**src/hdl/urf_pkg.sv**
```systemverilog
// Shared constants, types and helpers of the unsigned radix ASCII formatter.
`default_nettype none
package urf_pkg;

   localparam int VALUE_BITS     = 64;
   localparam int MAX_MIN_DIGITS = 64;

   // Field widths of the channels.
   localparam int VALUE_W = 64;
   localparam int TYPE_W  = 2;
   localparam int MIN_W   = 7;
   localparam int CHAR_W  = 8;

   // Double dabble runs two bits per cycle, so the binary word is padded to even width.
   localparam int DD_BITS    = VALUE_BITS + (VALUE_BITS % 2);
   localparam int DD_ITERS   = DD_BITS / 2;
   localparam int ITER_W     = $clog2(DD_ITERS + 1);
   // Decimal digits needed for VALUE_BITS bits: floor(n * log10(2)) + 1.
   localparam int BCD_DIGITS = (VALUE_BITS * 301) / 1000 + 1;
   localparam int WORK_W     = 4 * BCD_DIGITS;
   // Octal gives the most digits.
   localparam int STORE_DEPTH = (VALUE_BITS + 2) / 3;
   localparam int IDX_W       = $clog2(STORE_DEPTH);
   localparam int CNT_W       = $clog2(STORE_DEPTH + 1);
   localparam int PAD_W       = $clog2(MAX_MIN_DIGITS + 1);

   localparam logic [CHAR_W-1:0] ASCII_ZERO    = 8'd48;
   localparam logic [CHAR_W-1:0] HEX_UPPER_OFS = 8'd7;
   localparam logic [CHAR_W-1:0] HEX_LOWER_OFS = 8'd39;
   localparam logic [3:0]        DIGIT_NINE    = 4'd9;

   typedef enum logic [TYPE_W-1:0] {
      FMT_DEC    = 2'd0,
      FMT_OCT    = 2'd1,
      FMT_HEX_LO = 2'd2,
      FMT_HEX_UP = 2'd3
   } fmt_type;

   typedef enum logic [3:0] {
      ST_IDLE    = 4'b0001,
      ST_DABBLE  = 4'b0010,
      ST_EXTRACT = 4'b0100,
      ST_EMIT    = 4'b1000
   } state_type;

   // One character request from the sequencer to the output stage.
   typedef struct packed {
      logic       is_pad;
      logic [3:0] digit;
      logic       upper;
      logic       last;
   } emit_type;

   function automatic logic [CHAR_W-1:0] digit_ascii(input logic [3:0] d, input logic upper);
      logic [CHAR_W-1:0] wide;
      wide = {4'd0, d};
      if (d <= DIGIT_NINE) begin
         return ASCII_ZERO + wide;
      end else if (upper) begin
         return ASCII_ZERO + HEX_UPPER_OFS + wide;
      end
      return ASCII_ZERO + HEX_LOWER_OFS + wide;
   endfunction

endpackage
`default_nettype wire

```
**src/hdl/urf_req_if.sv**
```systemverilog
// Request channel: number and format of one conversion.
`default_nettype none
interface urf_req_if;
   import urf_pkg::*;

   logic               valid;
   logic               ready;
   logic [VALUE_W-1:0] value;
   logic [TYPE_W-1:0]  req_type;
   logic [MIN_W-1:0]   min_digits;
   logic               octal_alt_form;

   modport source (output valid, value, req_type, min_digits, octal_alt_form, input ready);
   modport sink   (input valid, value, req_type, min_digits, octal_alt_form, output ready);
endinterface
`default_nettype wire

```
**src/hdl/urf_rsp_if.sv**
```systemverilog
// Response channel: one ASCII character per transfer.
`default_nettype none
interface urf_rsp_if;
   import urf_pkg::*;

   logic              valid;
   logic              ready;
   logic [CHAR_W-1:0] char_code;
   logic              last_char;

   modport source (output valid, char_code, last_char, input ready);
   modport sink   (input valid, char_code, last_char, output ready);
endinterface
`default_nettype wire

```
**src/hdl/urf_shift_unit.sv**
```systemverilog
// Shared shift datapath: double dabble step pair and radix digit extraction.
`default_nettype none
module urf_shift_unit (
   input  wire logic [urf_pkg::WORK_W-1:0]  work_in,
   input  wire logic [urf_pkg::DD_BITS-1:0] bin_in,
   input  wire logic                        octal,
   output logic      [urf_pkg::WORK_W-1:0]  dab_work,
   output logic      [urf_pkg::DD_BITS-1:0] dab_bin,
   output logic      [urf_pkg::WORK_W-1:0]  ext_work,
   output logic      [3:0]                  ext_digit
);
   import urf_pkg::*;

   // Two add-3/shift steps per call.
   always_comb begin
      logic [WORK_W-1:0]  w;
      logic [DD_BITS-1:0] b;
      w = work_in;
      b = bin_in;
      for (int s = 0; s < 2; s++) begin
         for (int k = 0; k < BCD_DIGITS; k++) begin
            if (w[4*k +: 4] >= 4'd5) begin
               w[4*k +: 4] = w[4*k +: 4] + 4'd3;
            end
         end
         w = {w[WORK_W-2:0], b[DD_BITS-1]};
         b = {b[DD_BITS-2:0], 1'b0};
      end
      dab_work = w;
      dab_bin  = b;
   end

   always_comb begin
      if (octal) begin
         ext_digit = {1'b0, work_in[2:0]};
         ext_work  = work_in >> 3;
      end else begin
         ext_digit = work_in[3:0];
         ext_work  = work_in >> 4;
      end
   end
endmodule
`default_nettype wire

```
**src/hdl/urf_char_out.sv**
```systemverilog
// Output register stage: turns digit requests into ASCII response transfers.
`default_nettype none
module urf_char_out (
   input  wire logic              clock,
   input  wire logic              reset,
   input  wire logic              emit_valid,
   input  wire urf_pkg::emit_type emit_data,
   output logic                   emit_ready,
   urf_rsp_if.source              rsp_chan
);
   import urf_pkg::*;

   logic              valid_ff, valid_in;
   logic [CHAR_W-1:0] char_ff, char_in;
   logic              last_ff, last_in;

   assign emit_ready = !valid_ff || rsp_chan.ready;

   always_comb begin
      valid_in = valid_ff;
      char_in  = char_ff;
      last_in  = last_ff;
      if (emit_ready) begin
         valid_in = emit_valid;
         if (emit_valid) begin
            char_in = emit_data.is_pad ? ASCII_ZERO
                                       : digit_ascii(emit_data.digit, emit_data.upper);
            last_in = emit_data.last;
         end
      end
   end

   always_ff @(posedge clock) begin
      if (reset) begin
         valid_ff <= 1'b0;
      end else begin
         valid_ff <= valid_in;
      end
      char_ff <= char_in;
      last_ff <= last_in;
   end

   assign rsp_chan.valid     = valid_ff;
   assign rsp_chan.char_code = char_ff;
   assign rsp_chan.last_char = last_ff;
endmodule
`default_nettype wire

```
**src/hdl/unsigned_radix_ascii_formatter_unit.sv**
```systemverilog
// Top level of the unsigned radix ASCII formatter: sequencer, digit store and channels.
//
//  channel   dir  transfer moves
//  req_chan  in   value, req_type, min_digits, octal_alt_form (one number)
//  rsp_chan  out  char_code, last_char (one character, most significant first)
//
// Conversion runs through the shared shift unit after the number is accepted:
//   decimal  DD_ITERS (32) double dabble iterations, then digit extraction (up to 20),
//   octal    digit extraction (up to 22), hex digit extraction (up to 16).
// Then every character (pads plus digits) goes out through the output register.
// req_chan.ready is high only while the sequencer is idle; a stalled response
// freezes character emission, the last character may still wait when the next
// number is accepted. Reset clears the sequencer and the response valid.
`default_nettype none
module unsigned_radix_ascii_formatter_unit (
   input  wire logic clock,
   input  wire logic reset,
   urf_req_if.sink   req_chan,
   urf_rsp_if.source rsp_chan
);
   import urf_pkg::*;

   state_type          state_ff, state_in;
   logic [WORK_W-1:0]  work_ff, work_in;
   logic [DD_BITS-1:0] bin_ff, bin_in;
   logic [ITER_W-1:0]  iter_ff, iter_in;
   logic [CNT_W-1:0]   count_ff, count_in;
   logic [PAD_W-1:0]   pad_ff, pad_in;
   logic [PAD_W-1:0]   min_ff, min_in;
   fmt_type            fmt_ff, fmt_in;
   logic               alt_ff, alt_in;

   // Digits, least significant first; entries are written before being read.
   logic [3:0]         store_ff [STORE_DEPTH];
   logic               store_we;

   logic [WORK_W-1:0]  dab_work, ext_work;
   logic [DD_BITS-1:0] dab_bin;
   logic [3:0]         ext_digit;

   logic               emit_valid, emit_ready;
   emit_type           emit_data;

   logic               req_xfer;
   logic [CNT_W-1:0]   count_next;
   logic [PAD_W-1:0]   count_wide;
   logic [CNT_W-1:0]   read_cnt;

   urf_shift_unit u_shift (
      .work_in   (work_ff),
      .bin_in    (bin_ff),
      .octal     (fmt_ff == FMT_OCT),
      .dab_work  (dab_work),
      .dab_bin   (dab_bin),
      .ext_work  (ext_work),
      .ext_digit (ext_digit)
   );

   assign req_chan.ready = (state_ff == ST_IDLE);
   assign req_xfer       = req_chan.valid && req_chan.ready;

   assign count_next = count_ff + CNT_W'(1);
   assign count_wide = PAD_W'(count_next);
   assign read_cnt   = count_ff - CNT_W'(1);

   // Next character: pad zeros first, then stored digits from the top.
   assign emit_valid       = (state_ff == ST_EMIT);
   assign emit_data.is_pad = (pad_ff != '0);
   assign emit_data.digit  = store_ff[read_cnt[IDX_W-1:0]];
   assign emit_data.upper  = (fmt_ff == FMT_HEX_UP);
   assign emit_data.last   = (pad_ff == '0) && (count_ff == CNT_W'(1));

   always_comb begin
      state_in = state_ff;
      work_in  = work_ff;
      bin_in   = bin_ff;
      iter_in  = iter_ff;
      count_in = count_ff;
      pad_in   = pad_ff;
      min_in   = min_ff;
      fmt_in   = fmt_ff;
      alt_in   = alt_ff;
      store_we = 1'b0;
      unique case (state_ff)
         ST_IDLE: begin
            if (req_xfer) begin
               fmt_in   = fmt_type'(req_chan.req_type);
               alt_in   = req_chan.octal_alt_form;
               min_in   = (req_chan.min_digits > MIN_W'(MAX_MIN_DIGITS))
                          ? PAD_W'(MAX_MIN_DIGITS) : PAD_W'(req_chan.min_digits);
               count_in = '0;
               pad_in   = '0;
               if (fmt_type'(req_chan.req_type) == FMT_DEC) begin
                  work_in  = '0;
                  bin_in   = DD_BITS'(req_chan.value[VALUE_BITS-1:0]);
                  iter_in  = ITER_W'(DD_ITERS);
                  state_in = ST_DABBLE;
               end else begin
                  work_in  = WORK_W'(req_chan.value[VALUE_BITS-1:0]);
                  state_in = ST_EXTRACT;
               end
            end
         end
         ST_DABBLE: begin
            work_in = dab_work;
            bin_in  = dab_bin;
            iter_in = iter_ff - ITER_W'(1);
            if (iter_ff == ITER_W'(1)) begin
               state_in = ST_EXTRACT;
            end
         end
         ST_EXTRACT: begin
            // Do-while: at least one digit, stop once the remainder is zero.
            store_we = 1'b1;
            work_in  = ext_work;
            count_in = count_next;
            if (ext_work == '0) begin
               if (count_wide < min_ff) begin
                  pad_in = min_ff - count_wide
                           - PAD_W'((fmt_ff == FMT_OCT) && alt_ff);
               end
               state_in = ST_EMIT;
            end
         end
         ST_EMIT: begin
            if (emit_ready) begin
               if (pad_ff != '0) begin
                  pad_in = pad_ff - PAD_W'(1);
               end else begin
                  count_in = read_cnt;
                  if (count_ff == CNT_W'(1)) begin
                     state_in = ST_IDLE;
                  end
               end
            end
         end
         default: begin
            state_in = ST_IDLE;
         end
      endcase
   end

   always_ff @(posedge clock) begin
      if (reset) begin
         state_ff <= ST_IDLE;
         count_ff <= '0;
         pad_ff   <= '0;
      end else begin
         state_ff <= state_in;
         count_ff <= count_in;
         pad_ff   <= pad_in;
      end
      work_ff <= work_in;
      bin_ff  <= bin_in;
      iter_ff <= iter_in;
      min_ff  <= min_in;
      fmt_ff  <= fmt_in;
      alt_ff  <= alt_in;
      if (store_we) begin
         store_ff[count_ff[IDX_W-1:0]] <= ext_digit;
      end
   end

   urf_char_out u_out (
      .clock      (clock),
      .reset      (reset),
      .emit_valid (emit_valid),
      .emit_data  (emit_data),
      .emit_ready (emit_ready),
      .rsp_chan   (rsp_chan)
   );

   // A number leaves the idle state right after its transfer.
   a_busy_after_req: assert property (@(posedge clock) disable iff (reset)
      req_xfer |=> !req_chan.ready)
      else $error("sequencer still ready after request transfer");

   // Extraction never writes past the digit store.
   a_store_bound: assert property (@(posedge clock) disable iff (reset)
      (state_ff == ST_EXTRACT) |-> (count_ff < CNT_W'(STORE_DEPTH)))
      else $error("digit store overflow");

   // While emitting, at least one digit is left behind any pad zero.
   a_digits_left: assert property (@(posedge clock) disable iff (reset)
      (state_ff == ST_EMIT) |-> (count_ff != '0))
      else $error("emitting with empty digit store");

   // The dabble counter is live for every dabble cycle.
   a_iter_live: assert property (@(posedge clock) disable iff (reset)
      (state_ff == ST_DABBLE) |-> (iter_ff != '0))
      else $error("dabble counter ran out");

endmodule
`default_nettype wire
```
**src/flat_wrapper.sv**
```systemverilog
// flat-port wrapper written by rule: the top's interface ports become plain ports
module unsigned_radix_ascii_formatter_unit_flat import urf_pkg::*;
  (clock, reset, req_chan_valid, req_chan_value, req_chan_req_type, req_chan_min_digits, req_chan_octal_alt_form, req_chan_ready, rsp_chan_valid, rsp_chan_char_code, rsp_chan_last_char, rsp_chan_ready);
  urf_req_if req_chan_i ();
  urf_rsp_if rsp_chan_i ();
  input  wire logic clock;
  input  wire logic reset;
  input wire logic [$bits(req_chan_i.valid)-1:0] req_chan_valid;
  input wire logic [$bits(req_chan_i.value)-1:0] req_chan_value;
  input wire logic [$bits(req_chan_i.req_type)-1:0] req_chan_req_type;
  input wire logic [$bits(req_chan_i.min_digits)-1:0] req_chan_min_digits;
  input wire logic [$bits(req_chan_i.octal_alt_form)-1:0] req_chan_octal_alt_form;
  output wire logic [$bits(req_chan_i.ready)-1:0] req_chan_ready;
  output wire logic [$bits(rsp_chan_i.valid)-1:0] rsp_chan_valid;
  output wire logic [$bits(rsp_chan_i.char_code)-1:0] rsp_chan_char_code;
  output wire logic [$bits(rsp_chan_i.last_char)-1:0] rsp_chan_last_char;
  input wire logic [$bits(rsp_chan_i.ready)-1:0] rsp_chan_ready;
  assign req_chan_i.valid = req_chan_valid;
  assign req_chan_i.value = req_chan_value;
  assign req_chan_i.req_type = req_chan_req_type;
  assign req_chan_i.min_digits = req_chan_min_digits;
  assign req_chan_i.octal_alt_form = req_chan_octal_alt_form;
  assign req_chan_ready = req_chan_i.ready;
  assign rsp_chan_valid = rsp_chan_i.valid;
  assign rsp_chan_char_code = rsp_chan_i.char_code;
  assign rsp_chan_last_char = rsp_chan_i.last_char;
  assign rsp_chan_i.ready = rsp_chan_ready;
  unsigned_radix_ascii_formatter_unit u_core (.clock(clock), .reset(reset), .req_chan(req_chan_i), .rsp_chan(rsp_chan_i));
endmodule
```
**config.mk**
```make
export PLATFORM = sky130hd
export DESIGN_NAME = unsigned_radix_ascii_formatter_unit_flat
export DESIGN_NICKNAME = d
export VERILOG_FILES = /design/src/hdl/urf_pkg.sv /design/src/hdl/urf_req_if.sv /design/src/hdl/urf_rsp_if.sv /design/src/hdl/urf_shift_unit.sv /design/src/hdl/urf_char_out.sv /design/src/hdl/unsigned_radix_ascii_formatter_unit.sv /design/src/flat_wrapper.sv
export SDC_FILE = /design/constraint.sdc
export NUM_CORES = 1
export LEC_CHECK = 0
export BUFFER_PORTS_ARGS = -buffer_cell sky130_fd_sc_hd__buf_2
export CORE_UTILIZATION = 61
export DETAILED_ROUTE_END_ITERATION = 12
export GPL_ROUTABILITY_DRIVEN = 1
export HOLD_SLACK_MARGIN = 0.08
export PLACE_DENSITY = 0.79
export SETUP_SLACK_MARGIN = 0.05
export SLEW_MARGIN = 25
export SYNTH_ARGS = -nofsm -noshare
export SYNTH_HDL_FRONTEND = slang
export SYNTH_SLANG_ARGS = --single-unit
```
**constraint.sdc**
```tcl
create_clock -name clock -period 14.2 [get_ports clock]
set_input_delay 3.55 -clock clock [delete_from_list [all_inputs] [get_ports clock]]
set_output_delay 3.55 -clock clock [all_outputs]
set_load 0.01 [all_outputs]
```
==> results by group <==
Yosys
  – Synth Area in Compound Gates: 0.140
  – EDFF count, synth: 256
  – Mapped Cells: 1778
  – Synth Warn #: 0
  – Sequential share of the synthesized area: 0.465
  – Mapped Avg Cell Area: between 9 and 10 sq um
  – Ys async rst share: 0
  – Simple-Gate Fraction of Synth Area: 0.178
  – Yosys reg bits: 273
  – XOR/XNOR Fraction of Synth Area: 0.0299
  – Largest family of logic cells by synthesized area: simple AND/OR/NAND/NOR gates
  – Post-synthesis mux area share: 0.0690
  – Syn_nets: 1961
  – Synth Area in Adders: 0.0774
  – Distinct cell type count after synthesis: 72
  – Most used DFF post-synth: edfxtp_1
  – Synthesized cell area: 17300 sq um

Worst setup path
  – Kind of critical path: flip-flop to output pin
  – Critical Path End Type: output pin
  – Critical path launch point type: flip-flop
  – CP peak stage delay: between 0.5 and 0.6 ns
  – Worst-path fanout max: 9
  – Required time of the critical path: 10.65 ns
  – CP bufs+invs: 2
  – Top Family by Delay on Critical Path: flip-flops
  – Crit path cell chain: nor4b_2 -> buf_4 -> buf_2
  – CP arrival: roughly 1.7 ns
  – Critical Path Slowest Stage Cell: dfxtp_1

Die
  – Core area: around 28000 sq um
  – I/O Pins: 89
  – Row cnt: 61
  – Die area: 29000 sq um
  – Die Span X: 170 um
  – Die Height: around 170 um
  – Starting Density: 0.621

Layout
  – Area of the multi-input gates: 8590 sq um
  – Register Area: 8030 sq um
  – NumNets Final: 2005
  – Fillers: 2129
  – Area Overhead vs Synth: 9.40%
  – Final instance area: 18900 sq um
  – Antenna cells: 0
  – Share of post-route cells with drive strength above 1: 0.112

Routing
  – Met2 wire length: 21100 um
  – DRT Pass-1 Iters: 9
  – Routed met3 length: 3560 um
  – Total number of vias: 14.0k
  – ANT nets after route: 0
  – Post-Route WL: 43800 um
  – DR top layer: met4
  – Vias/cell: 6.29
  – First DRT Iteration DRCs: 1337
  – Drt wl/cell: approximately 20 um
  – DRC viols: 0
  – WL met1: approximately 18000 um

STA
  – Final worst slack: 8.94 ns
  – Final worst-path cycle share: 0.371
  – Final Hold Fails: 0
  – WHS: 0.508 ns
  – Final setup TNS: 0 ns
  – RSZ-0062 raised after global routing: no
  – Fin. max-slew vios: 0
  – Max-slew headroom at the worst pin: 0.290
  – Clk_skew: 0.0158 ns
  – Peak Freq: ~190 MHz
  – Final min period: 5.26 ns
  – # setup viols final: 0
  – Slew @ Worst Pin: 1.06 ns

Clock tree
  – H-tree depth: 1
  – CTS tree: done
  – Cts hold-fix bufs: 0
  – Post-CTS Resized: 0
  – Clock slew at reported path FFs: 0.07 ns
  – Post-CTS setup buffer count: 0
  – Clock latency on the worst-skew pair: 0.56 ns
  – CTS Buffer Depth: 3
  – Num Clock Sinks: about 270
  – CTS Root Cell: clkbuf_16
  – CTS buffer count: 29

Power and ir drop
  – PD cells: 250 nW/um^2
  – Peak supply drop: 0.175 mV
  – P_leak: 7.25 nW

Placement
  – IO Port Bufs: 87
  – Post-DP HPWL: just under 30000 um
  – Placer Congestion: just over 0.9
  – Dpl ws: approximately 8.7 ns
  – DP Area: 18000 sq um

GRT
  – Vias in the first global route: 13.4k
  – Total track usage: 0.303
  – GRT overflow: 0
  – Initial antenna violation count: 0
  – First-pass GRT wire length: 69000 um
  – Pin count of the biggest net entering global routing: 92

Run
  – Max-Cap Viols: 0

Worst hold path
  – HP Class: flip-flop to flip-flop

Run status
  – Status: completed
==> placed cells by master, fill, tap and decap left out, drive strengths merged, types with 10 or more instances in the layout <==
cell type,instances
dfxtp,17
inv,95
xor2,10
a31oi,55
buf,101
nor3,29
mux4,21
nand3,16
clkbuf,30
nor2b,19
mux2,23
o22ai,15
nor3b,37
nor2,98
clkinv,16
edfxtp,256
a21oi,186
xnor2,49
nand2b,42
nand2,347
a211oi,10
o21ai,87
ha,102
mux2i,44
and4,10
nor4,16
a21boi,15
==> Yosys cell counts, types with 6 or more instances <==
cell / count / area [sq um]
nand4_1: 9 / 56.3
xor2_1: 10 / 87.6
nor3_1: 28 / 140
nor2b_1: 19 / 119
o22ai_1: 15 / 93.8
nand3_1: 16 / 80.1
and2_1: 7 / 43.8
nor3b_1: 37 / 278
nand2b_1: 42 / 263
a31oi_1: 55 / 344
and4_1: 10 / 87.6
a21oi_1: 184 / 921
mux2_2: 22 / 248
mux2i_1: 44 / 440
nor2_1: 97 / 364
xnor2_1: 49 / 429
a211oi_1: 10 / 75.1
a21boi_0: 14 / 105
o21a_1: 6 / 45.0
ha_1: 102 / 1280
dfxtp_1: 17 / 340
clkbuf_1: 72 / 270
inv_1: 92 / 345
edfxtp_1: 256 / 7690
mux4_2: 17 / 383
nand2_1: 347 / 1300
buf_2: 7 / 35.0
o21ai_0: 85 / 425
nor4_1: 16 / 100
==> metal layers <==
| metal | global-route usage | up-vias |
|---|---|---|
| met3 | 0.0400 | 111 |
| li1 | - | 6495 |
| met5 | 0 | - |
| met1 | 0.398 | 6698 |
| met4 | 0.107 | 0 |
| met2 | 0.513 | 677 |
==> power by group <==
group | internal, mW | switching [mW]
sequential | 1.21 | 0.333
combinational | 1.00 | 1.44
clock | 0.410 | 0.326
==> cell families after synthesis <==
family / Yosys count
and+or+nand+nor: 656
AOI/OAI and AO/OA: 416
DFF: 273
buffers and inverters: 180
adders and majority gates: 105
muxes: 88
xor gates and xnor gates: 59
other: 1
==> path summary, 6_finish.rpt <==
check / startpoint / endpoint / slack, ns / depth (start not counted)
setup / recovery: u_core.state_ff[0] / req_chan_ready / 8.94 / 3
hold / removal: u_core.bin_ff[44] / u_core.bin_ff[46] / 0.51 / 2
setup reg to reg: u_core.count_ff[1] / u_core.u_out.rsp_chan.char_code[1] / 10.23 / 13
hold reg to reg: u_core.bin_ff[44] / u_core.bin_ff[46] / 0.51 / 2
==> layout make-up <==
class	count	area share
multi-input combinational	1325	0.455
sequential	273	0.425
clock buffer	30	0.0386
timing repair buffer	101	0.0288
tap	378	0.0250
inverter	92	0.0183
clock inverter	24	0.00954
==> tightest hold or removal path: cells and delay by family, from the launching register on <==
| kind | cells | cell delay [ns] |
|---|---|---|
| AND/OR/NAND/NOR | 2 | 0.09 |
| flip-flops | 1 | 0.32 |
==> state kept, by name (all words and copies together), names as in the netlist <==
name and flops:
u_core.u_out.rsp_chan.char_code 7, u_core.pad_ff 7, u_core.alt_ff 1, u_core.state_ff 4, u_core.u_out.rsp_chan.last_char 1, u_core.work_ff 80
u_core.bin_ff 64, u_core.iter_ff 6, u_core.fmt_ff 2, u_core.min_ff 7, u_core.store_ff 88, u_core.count_ff 5
u_core.u_out.rsp_chan.valid 1
==> per-stage QoR <==
stage / power, mW / cells / util
6_report: 4.72 / 2223 / 0.680
5_1_grt: 5.04 / 2223 / 0.680
4_1_cts: 4.68 / 2223 / 0.680
3_5_place_dp: 3.92 / 2169 / 0.647
3_3_place_gp: 3.79 / 2169 / 0.647
2_1_floorplan: 3.30 / 1778 / -
(Power assumes the default switching activity.)
